`src/rtl/core/rslp_pkg.sv`:
```
// ----------------------------------------------------------------------------
// rslp_pkg: shared types and constants
// Payload structs for the character and result channels, the classified queue
// entry that passes from front to back, and the radix kind codes.
// ----------------------------------------------------------------------------
package rslp_pkg;

  localparam int VALUE_W = 64;
  localparam int CONS_W  = 9;
  localparam int N_ALT   = 4;
  localparam int Q_DEPTH = 2;

  // Alternative index doubles as the reported radix kind; lower index wins.
  localparam logic [1:0] RK_HEX = 2'd0;
  localparam logic [1:0] RK_OCT = 2'd1;
  localparam logic [1:0] RK_BIN = 2'd2;
  localparam logic [1:0] RK_DEC = 2'd3;

  typedef struct packed {
    logic [7:0] ch;
    logic       last;
  } char_t;

  typedef struct packed {
    logic               ok;
    logic [VALUE_W-1:0] value;
    logic [1:0]         radix_kind;
    logic [CONS_W-1:0]  consumed;
    logic               overflow;
    logic               overlong;
  } result_t;

  // One character after classification.
  typedef struct packed {
    logic [3:0]       digit;    // digit value, meaningful where dig_ok is set
    logic [N_ALT-1:0] dig_ok;   // digit in the radix of each alternative
    logic [N_ALT-1:0] sfx;      // suffix letter of each alternative
    logic             us;       // underscore
    logic             feed;     // within the length limit
    logic             last;
    logic             too_long; // string has run past the limit (valid with last)
  } qent_t;

endpackage

```
`src/rtl/core/rslp_stream_if.sv`:
```
// ----------------------------------------------------------------------------
// rslp_stream_if: valid/ready channel
// Carries one payload of type T per transfer.
// ----------------------------------------------------------------------------
interface rslp_stream_if #(
  parameter type T = logic
) ();
  logic valid;
  logic ready;
  T     data;

  modport source (output valid, output data, input ready);
  modport sink   (input valid, input data, output ready);
endinterface

```
`src/rtl/core/rslp_front.sv`:
```
// ----------------------------------------------------------------------------
// rslp_front: character classifier
// Tracks string position against the length limit and tags each character
// with its digit value and class bits for every alternative.
// ----------------------------------------------------------------------------
module rslp_front import rslp_pkg::*; #(
  parameter int MAX_LEN = 256
) (
  input  logic          clk,
  input  logic          rst,
  rslp_stream_if.sink   chars,
  output qent_t         ent,
  output logic          ent_valid,
  input  logic          ent_ready
);

  localparam int LEN_W = $clog2(MAX_LEN + 1);

  logic [LEN_W-1:0] position;
  logic             too_long;
  logic             feed;
  logic [7:0]       c;
  logic [7:0]       off;

  assign c         = chars.data.ch;
  assign feed      = position < LEN_W'(MAX_LEN);
  assign ent_valid = chars.valid;
  assign chars.ready = ent_ready;

  always_comb begin
    ent          = '0;
    off          = 8'h00;
    ent.feed     = feed;
    ent.last     = chars.data.last;
    ent.too_long = too_long | ~feed;
    case (c) inside
      [8'h30:8'h39]: begin // 0-9
        off              = c - 8'h30;
        ent.dig_ok[RK_HEX] = 1'b1;
        ent.dig_ok[RK_DEC] = 1'b1;
        ent.dig_ok[RK_OCT] = (off < 8'd8);
        ent.dig_ok[RK_BIN] = (off < 8'd2);
      end
      [8'h61:8'h66]: begin // a-f
        off                = c - 8'h57;
        ent.dig_ok[RK_HEX] = 1'b1;
      end
      [8'h41:8'h46]: begin // A-F
        off                = c - 8'h37;
        ent.dig_ok[RK_HEX] = 1'b1;
      end
      8'h5F:   ent.us = 1'b1;
      default: ;
    endcase
    ent.digit       = off[3:0];
    ent.sfx[RK_HEX] = (c == 8'h68) || (c == 8'h48) || (c == 8'h78) || (c == 8'h58);
    ent.sfx[RK_OCT] = (c == 8'h71) || (c == 8'h51) || (c == 8'h6F) || (c == 8'h4F);
    ent.sfx[RK_BIN] = (c == 8'h62) || (c == 8'h42) || (c == 8'h79) || (c == 8'h59);
    ent.sfx[RK_DEC] = (c == 8'h64) || (c == 8'h44) || (c == 8'h74) || (c == 8'h54);
  end

  always_ff @(posedge clk) begin
    if (rst) begin
      position <= '0;
      too_long <= 1'b0;
    end else if (chars.valid && ent_ready) begin
      if (chars.data.last) begin
        position <= '0;
        too_long <= 1'b0;
      end else if (!feed) begin
        too_long <= 1'b1;
      end else begin
        position <= position + 1'b1;
      end
    end
  end

  a_too_long_at_limit: assert property (@(posedge clk) disable iff (rst)
    too_long |-> (position == LEN_W'(MAX_LEN)))
    else $error("too_long set below the length limit");

endmodule

```
`src/rtl/core/rslp_queue.sv`:
```
// ----------------------------------------------------------------------------
// rslp_queue: short FIFO between classifier and accumulators
// Lets front and back stall independently; full throughput at depth two.
// ----------------------------------------------------------------------------
module rslp_queue import rslp_pkg::*; (
  input  logic  clk,
  input  logic  rst,
  input  qent_t wr_data,
  input  logic  wr_valid,
  output logic  wr_ready,
  output qent_t rd_data,
  output logic  rd_valid,
  input  logic  rd_ready
);

  localparam int PTR_W = (Q_DEPTH > 1) ? $clog2(Q_DEPTH) : 1;
  localparam int CNT_W = $clog2(Q_DEPTH + 1);

  qent_t            mem [Q_DEPTH];
  logic [PTR_W-1:0] wr_ptr;
  logic [PTR_W-1:0] rd_ptr;
  logic [CNT_W-1:0] count;
  logic             push;
  logic             pop;

  assign wr_ready = count < CNT_W'(Q_DEPTH);
  assign rd_valid = count != '0;
  assign rd_data  = mem[rd_ptr];
  assign push     = wr_valid && wr_ready;
  assign pop      = rd_valid && rd_ready;

  always_ff @(posedge clk) begin
    if (push) begin
      mem[wr_ptr] <= wr_data;
    end
  end

  always_ff @(posedge clk) begin
    if (rst) begin
      wr_ptr <= '0;
      rd_ptr <= '0;
      count  <= '0;
    end else begin
      if (push) begin
        wr_ptr <= (wr_ptr == PTR_W'(Q_DEPTH - 1)) ? '0 : wr_ptr + 1'b1;
      end
      if (pop) begin
        rd_ptr <= (rd_ptr == PTR_W'(Q_DEPTH - 1)) ? '0 : rd_ptr + 1'b1;
      end
      count <= count + CNT_W'(push) - CNT_W'(pop);
    end
  end

  a_count_bound: assert property (@(posedge clk) disable iff (rst)
    count <= CNT_W'(Q_DEPTH))
    else $error("queue count beyond depth");

endmodule

```
`src/rtl/core/rslp_back.sv`:
```
// ----------------------------------------------------------------------------
// rslp_back: accumulators and result register
// Four alternatives advance side by side, one classified character a cycle;
// on the last, once the result slot is free, the winner is picked and registered.
// ----------------------------------------------------------------------------
module rslp_back import rslp_pkg::*; #(
  parameter int MAX_LEN = 256
) (
  input  logic          clk,
  input  logic          rst,
  input  qent_t         ent,
  input  logic          ent_valid,
  output logic          ent_ready,
  rslp_stream_if.source results
);

  localparam int LEN_W = $clog2(MAX_LEN + 1);

  typedef enum logic [1:0] {PH_COLLECT, PH_MATCHED, PH_FAILED} phase_t;

  phase_t             phase      [N_ALT];
  phase_t             phase_next [N_ALT];
  logic [VALUE_W-1:0] acc        [N_ALT];
  logic [VALUE_W-1:0] acc_next   [N_ALT];
  logic               ovf        [N_ALT];
  logic               ovf_next   [N_ALT];
  logic [LEN_W-1:0]   len        [N_ALT];
  logic [LEN_W-1:0]   len_next   [N_ALT];

  logic [VALUE_W-1:0] prod [N_ALT];
  logic               povf [N_ALT];
  logic [VALUE_W+3:0] dec_sum;

  logic    out_valid;
  result_t out_data;
  result_t res_next;
  logic    pop;
  logic    win_any;
  logic [1:0] win;

  assign results.valid = out_valid;
  assign results.data  = out_data;
  // Last character needs a free result slot; others always drain.
  assign ent_ready = !ent.last || !out_valid || results.ready;
  assign pop       = ent_valid && ent_ready;

  // Shift-and-add per radix; overflow when the product leaves 64 bits.
  assign prod[RK_HEX] = {acc[RK_HEX][VALUE_W-5:0], ent.digit};
  assign povf[RK_HEX] = acc[RK_HEX][VALUE_W-1:VALUE_W-4] != '0;
  assign prod[RK_OCT] = {acc[RK_OCT][VALUE_W-4:0], ent.digit[2:0]};
  assign povf[RK_OCT] = acc[RK_OCT][VALUE_W-1:VALUE_W-3] != '0;
  assign prod[RK_BIN] = {acc[RK_BIN][VALUE_W-2:0], ent.digit[0]};
  assign povf[RK_BIN] = acc[RK_BIN][VALUE_W-1];
  assign dec_sum      = {1'b0, acc[RK_DEC], 3'b000} + {3'b000, acc[RK_DEC], 1'b0}
                      + {64'd0, ent.digit};
  assign prod[RK_DEC] = dec_sum[VALUE_W-1:0];
  assign povf[RK_DEC] = dec_sum[VALUE_W+3:VALUE_W] != '0;

  always_comb begin
    for (int a = 0; a < N_ALT; a++) begin
      phase_next[a] = phase[a];
      acc_next[a]   = acc[a];
      ovf_next[a]   = ovf[a];
      len_next[a]   = len[a];
      if (ent.feed && phase[a] == PH_COLLECT) begin
        if (ent.us) begin
          len_next[a] = len[a] + 1'b1;
        end else if (ent.dig_ok[a]) begin
          len_next[a] = len[a] + 1'b1;
          if (ovf[a] || povf[a]) begin
            ovf_next[a] = 1'b1;
            acc_next[a] = '1;
          end else begin
            acc_next[a] = prod[a];
          end
        end else if (len[a] == '0) begin
          phase_next[a] = PH_FAILED;
        end else if (ent.sfx[a]) begin
          len_next[a]   = len[a] + 1'b1;
          phase_next[a] = PH_MATCHED;
        end else if (a == int'(RK_DEC)) begin
          phase_next[a] = PH_MATCHED; // decimal suffix is optional
        end else begin
          phase_next[a] = PH_FAILED;
        end
      end
    end
  end

  // Winner in priority order; an open decimal run closes at end of string.
  always_comb begin
    win_any = 1'b1;
    win     = RK_HEX;
    if (phase_next[RK_HEX] == PH_MATCHED) begin
      win = RK_HEX;
    end else if (phase_next[RK_OCT] == PH_MATCHED) begin
      win = RK_OCT;
    end else if (phase_next[RK_BIN] == PH_MATCHED) begin
      win = RK_BIN;
    end else if (phase_next[RK_DEC] == PH_MATCHED ||
                 (phase_next[RK_DEC] == PH_COLLECT && len_next[RK_DEC] != '0)) begin
      win = RK_DEC;
    end else begin
      win_any = 1'b0;
    end
    res_next          = '0;
    res_next.overlong = ent.too_long;
    if (!ent.too_long && win_any) begin
      res_next.ok         = 1'b1;
      res_next.value      = acc_next[win];
      res_next.radix_kind = win;
      res_next.consumed   = CONS_W'(len_next[win]);
      res_next.overflow   = ovf_next[win];
    end
  end

  always_ff @(posedge clk) begin
    if (rst) begin
      out_valid <= 1'b0;
      for (int a = 0; a < N_ALT; a++) begin
        phase[a] <= PH_COLLECT;
        acc[a]   <= '0;
        ovf[a]   <= 1'b0;
        len[a]   <= '0;
      end
    end else begin
      if (pop && ent.last) begin
        out_valid <= 1'b1;
      end else if (results.ready) begin
        out_valid <= 1'b0;
      end
      if (pop) begin
        for (int a = 0; a < N_ALT; a++) begin
          if (ent.last) begin
            phase[a] <= PH_COLLECT;
            acc[a]   <= '0;
            ovf[a]   <= 1'b0;
            len[a]   <= '0;
          end else begin
            phase[a] <= phase_next[a];
            acc[a]   <= acc_next[a];
            ovf[a]   <= ovf_next[a];
            len[a]   <= len_next[a];
          end
        end
      end
    end
  end

  always_ff @(posedge clk) begin
    if (pop && ent.last) begin
      out_data <= res_next;
    end
  end

  a_ok_not_overlong: assert property (@(posedge clk) disable iff (rst)
    out_valid |-> !(out_data.ok && out_data.overlong))
    else $error("ok together with overlong");

  a_fail_clean: assert property (@(posedge clk) disable iff (rst)
    (out_valid && !out_data.ok) |->
      (out_data.value == '0 && out_data.consumed == '0 && !out_data.overflow))
    else $error("failed result carries data");

  a_suffix_len: assert property (@(posedge clk) disable iff (rst)
    (out_valid && out_data.ok && out_data.radix_kind != RK_DEC && MAX_LEN < 511)
      |-> (out_data.consumed >= CONS_W'(2)))
    else $error("suffixed match shorter than run plus suffix");

endmodule

```
`src/rtl/core/radix_suffix_literal_parser.sv`:
```
// Path: queue, then accumulators and, for a last character, the result register.
// Throughput: one character per cycle while no last character waits for the
//   result slot; set by the single accumulator step per alternative and the
//   two-entry queue between classifier and accumulators.
// Reset (rst, synchronous): clears position, queue, alternative state and the
//   result valid flag at once, not the result data; no clearing pass.
// ----------------------------------------------------------------------------
// radix_suffix_literal_parser: assembler integer literal with radix suffix
// Characters arrive one per transfer; the last carries a flag and yields one
// result: hex (h/x), octal (q/o), binary (b/y) or decimal (optional d/t).
// ----------------------------------------------------------------------------
module radix_suffix_literal_parser import rslp_pkg::*; #(
  parameter int MAX_LEN = 256  // characters looked at per string, the rest only flag overlong
) (
  input  logic          clk,
  input  logic          rst,
  rslp_stream_if.sink   chars,    // char_t: ch, last
  rslp_stream_if.source results   // result_t
);

  // Front: position count against the limit, character classification.
  qent_t f_ent;
  logic  f_valid;
  logic  f_ready;

  // Back side of the queue.
  qent_t b_ent;
  logic  b_valid;
  logic  b_ready;

  rslp_front #(
    .MAX_LEN (MAX_LEN)
  ) u_front (
    .clk       (clk),
    .rst       (rst),
    .chars     (chars),
    .ent       (f_ent),
    .ent_valid (f_valid),
    .ent_ready (f_ready)
  );

  // Two entries: one transfer per cycle while the back drains, and the front
  // keeps taking characters while a finished result waits in the back.
  rslp_queue u_queue (
    .clk      (clk),
    .rst      (rst),
    .wr_data  (f_ent),
    .wr_valid (f_valid),
    .wr_ready (f_ready),
    .rd_data  (b_ent),
    .rd_valid (b_valid),
    .rd_ready (b_ready)
  );

  // Back: four accumulators, winner pick, registered result.
  rslp_back #(
    .MAX_LEN (MAX_LEN)
  ) u_back (
    .clk       (clk),
    .rst       (rst),
    .ent       (b_ent),
    .ent_valid (b_valid),
    .ent_ready (b_ready),
    .results   (results)
  );

endmodule

```
`src/flat_wrapper.sv`:
```
// flat-port wrapper written by rule: the top's interface ports become plain ports
module radix_suffix_literal_parser_flat import rslp_pkg::*;
#(
  parameter int MAX_LEN = 256                                                                 
)
  (clk, rst, chars_valid, chars_data, chars_ready, results_valid, results_data, results_ready);
  rslp_stream_if #(.T(char_t)) chars_i ();
  rslp_stream_if #(.T(result_t)) results_i ();
  input  logic clk;
  input  logic rst;
  input wire logic [$bits(chars_i.valid)-1:0] chars_valid;
  input wire logic [$bits(chars_i.data)-1:0] chars_data;
  output wire logic [$bits(chars_i.ready)-1:0] chars_ready;
  output wire logic [$bits(results_i.valid)-1:0] results_valid;
  output wire logic [$bits(results_i.data)-1:0] results_data;
  input wire logic [$bits(results_i.ready)-1:0] results_ready;
  assign chars_i.valid = chars_valid;
  assign chars_i.data = chars_data;
  assign chars_ready = chars_i.ready;
  assign results_valid = results_i.valid;
  assign results_data = results_i.data;
  assign results_i.ready = results_ready;
  radix_suffix_literal_parser #(.MAX_LEN(MAX_LEN)) u_core (.clk(clk), .rst(rst), .chars(chars_i), .results(results_i));
endmodule
```
`config.mk`:
```
export PLATFORM = sky130hd
export DESIGN_NAME = radix_suffix_literal_parser_flat
export DESIGN_NICKNAME = d
export VERILOG_FILES = /design/src/rtl/core/rslp_pkg.sv /design/src/rtl/core/rslp_stream_if.sv /design/src/rtl/core/rslp_front.sv /design/src/rtl/core/rslp_queue.sv /design/src/rtl/core/rslp_back.sv /design/src/rtl/core/radix_suffix_literal_parser.sv /design/src/flat_wrapper.sv
export SDC_FILE = /design/constraint.sdc
export NUM_CORES = 1
export LEC_CHECK = 0
export BUFFER_PORTS_ARGS = -buffer_cell sky130_fd_sc_hd__buf_2
export CELL_PAD_IN_SITES_DETAIL_PLACEMENT = 0
export CELL_PAD_IN_SITES_GLOBAL_PLACEMENT = 1
export CORE_ASPECT_RATIO = 0.75
export CORE_MARGIN = 2
export CORE_UTILIZATION = 50
export CTS_BUF_LIST = sky130_fd_sc_hd__clkbuf_16
export DETAILED_ROUTE_END_ITERATION = 10
export PLACE_DENSITY_LB_ADDON = 0.2
export SLEW_MARGIN = 20
export SYNTH_ARGS = -nofsm -noshare
export SYNTH_HDL_FRONTEND = slang
export SYNTH_HIERARCHICAL = 1
export SYNTH_SLANG_ARGS = --single-unit
```
`constraint.sdc`:
```
create_clock -name clk -period 7.75 [get_ports clk]
set_input_delay 0.775 -clock clk [delete_from_list [all_inputs] [get_ports clk]]
set_output_delay 0.775 -clock clk [all_outputs]
set_load 0.02 [all_outputs]
```
==> results.sh <==
export IMPL_run_status="completed"
export IMPL_grt_remaining_overflow=0
export IMPL_power_per_cell_area_mw_per_mm2=494.2
export IMPL_numCtsBuffers=46
export IMPL_clock_skew_ns=0.03084
export IMPL_global_route_usage_met3_pct=9.399
export IMPL_gp_congestion=0.9331
export IMPL_floorplan_die_width_um=273.5
export IMPL_netlist_area_mm2=0.02723
export IMPL_vdd_ir_drop_max_mv=0.4050
export IMPL_final_hold_violation_count=0
export IMPL_vias=23370
export IMPL_timing_critical_path_slowest_stage_cell="and3_1"
export IMPL_slew_violations=0
export IMPL_timing_critical_path_required_ns=8.05
export IMPL_antenna_diode_count=0
export IMPL_drt_iter0_markers=3247
export IMPL_cp_depth=14
export IMPL_placed_cells=3472
export IMPL_cellLeakagePower_nw=10.72
export IMPL_ctsLongestPathBuffers=3
export IMPL_floorplan_core_area_mm2=0.05416
export IMPL_critical_path_top_delay_family="compound AO/OA/AOI/OAI gates"
export IMPL_timing_critical_path_slowest_cell_delay_ns=1.00
export IMPL_syn_instance_count=2840
export IMPL_htreeDepth=2
export IMPL_cts_sink_count=430
export IMPL_die_area_mm2=0.05637
export IMPL_worst_slew_pin_transition_ns=1.148
export IMPL_critPathBufInv=1
export IMPL_cp_common_cell="a31oi_1"
export IMPL_crit_path_end_kind="flip-flop"
export IMPL_post_place_worst_slack_ns=1.500
export IMPL_drt_pre_antenna_iters=6
export IMPL_max_freq_mhz=155.5
export IMPL_setup_total_negative_slack_ns=0
export IMPL_syn_mean_instance_area_um2=9.590
export IMPL_cts_tree="done"
export IMPL_synth_cell_type_count=88
export IMPL_top_level_ports=93
export IMPL_timing_reg2reg_worst_path_depth=14
export IMPL_commonest_cells_after_routing_fill_and_taps_aside="496 x nor2_1, 414 x edfxtp_1, 259 x o21ai_0"
export IMPL_final_setup_viol_count=0
export IMPL_finalInstanceArea_mm2=0.02949
export IMPL_buffer_ports_inserted=92
export IMPL_grt_pass1_wl_mm=132.8
export IMPL_drc=0
export IMPL_synth_seq_cells=430
export IMPL_grt_busiest_layer="met1"
export IMPL_placedInstanceArea_mm2=0.02803
export IMPL_post_route_cells_drive_above_1_share_pct=9.277
export IMPL_power_total_mw=14.57
export IMPL_cts_reportedPaths_clkPinSlew_ns=0.06
export IMPL_layout_worst_path_cycle_share_pct=82.99
export IMPL_timing_setup_critical_path_class="flip-flop to flip-flop"
export IMPL_wire_per_inst_um=25.04
export IMPL_area_delta_synth_final_pct=8.278
export IMPL_antenna_violating_nets_post_route=0
export IMPL_initial_core_util_pct=50.28
export IMPL_placement_rows=74
export IMPL_finalWorstPathRequiredPeriod_ns=6.432
export IMPL_grtUsageMet1_pct=49.84
export IMPL_wire_length_after_detailed_routing_mm=89.06
export IMPL_worst_endpoint_arrival_ns=6.73
export IMPL_hold_depth=2
export IMPL_worst_skew_pair_late_latency_ns=0.60
export IMPL_timing_critical_path_cells="buf_4 -> mux2_2 -> fa_1 -> ha_1 -> a211oi_1 -> o211ai_1 -> a41oi_1 -> a31oi_1 -> a31oi_1 -> a221o_1 -> nor2_1 -> a2111oi_4 -> and3_1 -> a21oi_1"
export IMPL_proportion_of_register_bits_with_asynchronous_set_or_reset_after_synthesis_pct=0
export IMPL_final_net_count=2954
export IMPL_grt_antenna_before_repair=2
export IMPL_dpl_hpwl_mm=62.46
export IMPL_net_count_after_synthesis=2996
export IMPL_die_h_um=206.1
export IMPL_postCtsResizedCells=0
export IMPL_global_route_usage_met2_pct=39.86
export IMPL_setup_repair_after_global_routing_missed_its_margin="no"
export IMPL_maxCapViolCount=0
export IMPL_maximum_number_of_pins_on_one_net_before_global_route_repair=181
export IMPL_number_of_flops_mapped_to_enable_cells_by_yosys=414
export IMPL_yosysWarnings=6
export IMPL_cts_hold_fix_buffers=0
export IMPL_critPathMaxFanout=25
export IMPL_cts_root_buf="clkbuf_16"
export IMPL_final_cells=3557
export IMPL_post_cts_setup_buffer_count=0
export IMPL_first_global_vias=21190
export IMPL_yosysSeqAreaShare_pct=46.82
export IMPL_synth_top_flop_cell="edfxtp_1"
export IMPL_slew_headroom_pct=23.45
export IMPL_hold_class="flip-flop to flip-flop"
export IMPL_layout_setup_ws_ns=1.318
export IMPL_mostFrequentLayoutCell="nor2_1"
export IMPL_detail_route_vias_per_cell=6.569
export IMPL_grtUsageTotal_pct=31.03
export IMPL_critPathLaunchType="flip-flop"
[flip-flops by register name (all words and copies together), names as in the netlist, named ones only]
| register | count |
|---|---|
| u_core/u_back/ovf | 4 |
| u_core/u_queue/rd_ptr | 1 |
| u_core/u_queue/wr_ptr | 1 |
| u_core/u_front/position | 9 |
| u_core/u_back/len | 36 |
| u_core/u_back/results.data | 78 |
| u_core/u_front/too_long | 1 |
| u_core/u_back/results.valid | 1 |
| u_core/u_back/acc | 256 |
| u_core/u_queue/count | 2 |
| u_core/u_queue/mem | 32 |
| u_core/u_back/phase | 8 |
[cells in the mapped netlist, types with 11 or more instances]
master    count  area [um^2]
a211o_1      27        236.5
mux2i_1      21        210.2
o311a_1      14        140.1
edfxtp_1    414        12430
o21ai_0     259         1296
buf_1        13        48.80
nand3_1      45        225.2
a211oi_1     74        555.5
buf_2        35        175.2
a21oi_1     209         1046
and3_1       15        93.84
nor2_1      496         1862
nand4_1      36        225.2
a21o_1       26        195.2
inv_1        46        172.7
o21bai_1     11        82.58
nor2b_1      18        112.6
nor3_1       28        140.1
dfxtp_1      16        320.3
or3_1       103        644.4
and2_1       18        112.6
nand2_1     130        488.0
ha_1        141         1764
o311ai_0     31        271.5
o21a_1       19        142.6
o211ai_1     44        330.3
xnor2_1      50        437.9
mux2_2       19        214.0
nor4_1       22        137.6
nand2b_1     16        100.1
xor2_1       38        332.8
o22ai_1      88        550.5
clkbuf_1    154        578.1
o221ai_2     17        255.2
[final cells by class]
class	count	area [um^2]
fill	4850	24670
multi-input combinational	2149	13480
sequential	430	12750
clock buffer	47	1176
tap	722	903.4
timing repair buffer	125	724.4
clock inverter	38	284.0
inverter	46	172.7
[final timing paths]
kind	startpoint	endpoint	slack, ns
worst min register to register	u_core/u_front/position[7]$_SDFFE_PP0P_	u_core/u_front/position[7]$_SDFFE_PP0P_	0.47
worst max register to register	flip-flop	u_core/u_back/results.data[65]$_SDFFCE_PN0P_	1.32
worst min-delay path	u_core/u_front/position[7]$_SDFFE_PP0P_	u_core/u_front/position[7]$_SDFFE_PP0P_	0.47
worst max-delay path	flip-flop	u_core/u_back/results.data[65]$_SDFFCE_PN0P_	1.32
[worst min-delay path, cell delays in order, from the launching register on]
cell and delay [ns]:
dfxtp_1 0.31, nand2_1 0.05, mux2i_1 0.06
[report_power, final]
group	total [mW]	internal, mW	switching [mW]
clock	2.19	1.23	0.958
combinational	7.93	2.32	5.61
sequential	4.45	3.73	0.716
total	14.6	7.29	7.28
[metrics by stage]
stage | util [%] | hold WS, ns
detailed placement | 51.75 | 0.4591
finish | 54.44 | 0.4690
global route | 54.44 | 0.4549
CTS | 54.44 | 0.4475
global placement | 51.74 | 0.4422
floorplan | - | 0.4285
[metal layers]
layer,vias to the layer above,share of wire (%)
met4,4,1.9
met2,1244,38
li1,10650,-
met5,-,0.024
met1,11370,47
met3,99,13
[cells by family (layout without fill, tap and decap cells)]
logic type	count (synthesis)	in the layout	synth area share (%)
compound gates	895	895	21.15
xor+xnor	88	88	2.830
fa+ha+maj	143	143	6.625
simple gates	983	983	17.01
buf+inv	261	256	4.011
flops	430	430	46.82
mux	40	40	1.557
No activity file was read; power rests on OpenSTA's default activity.
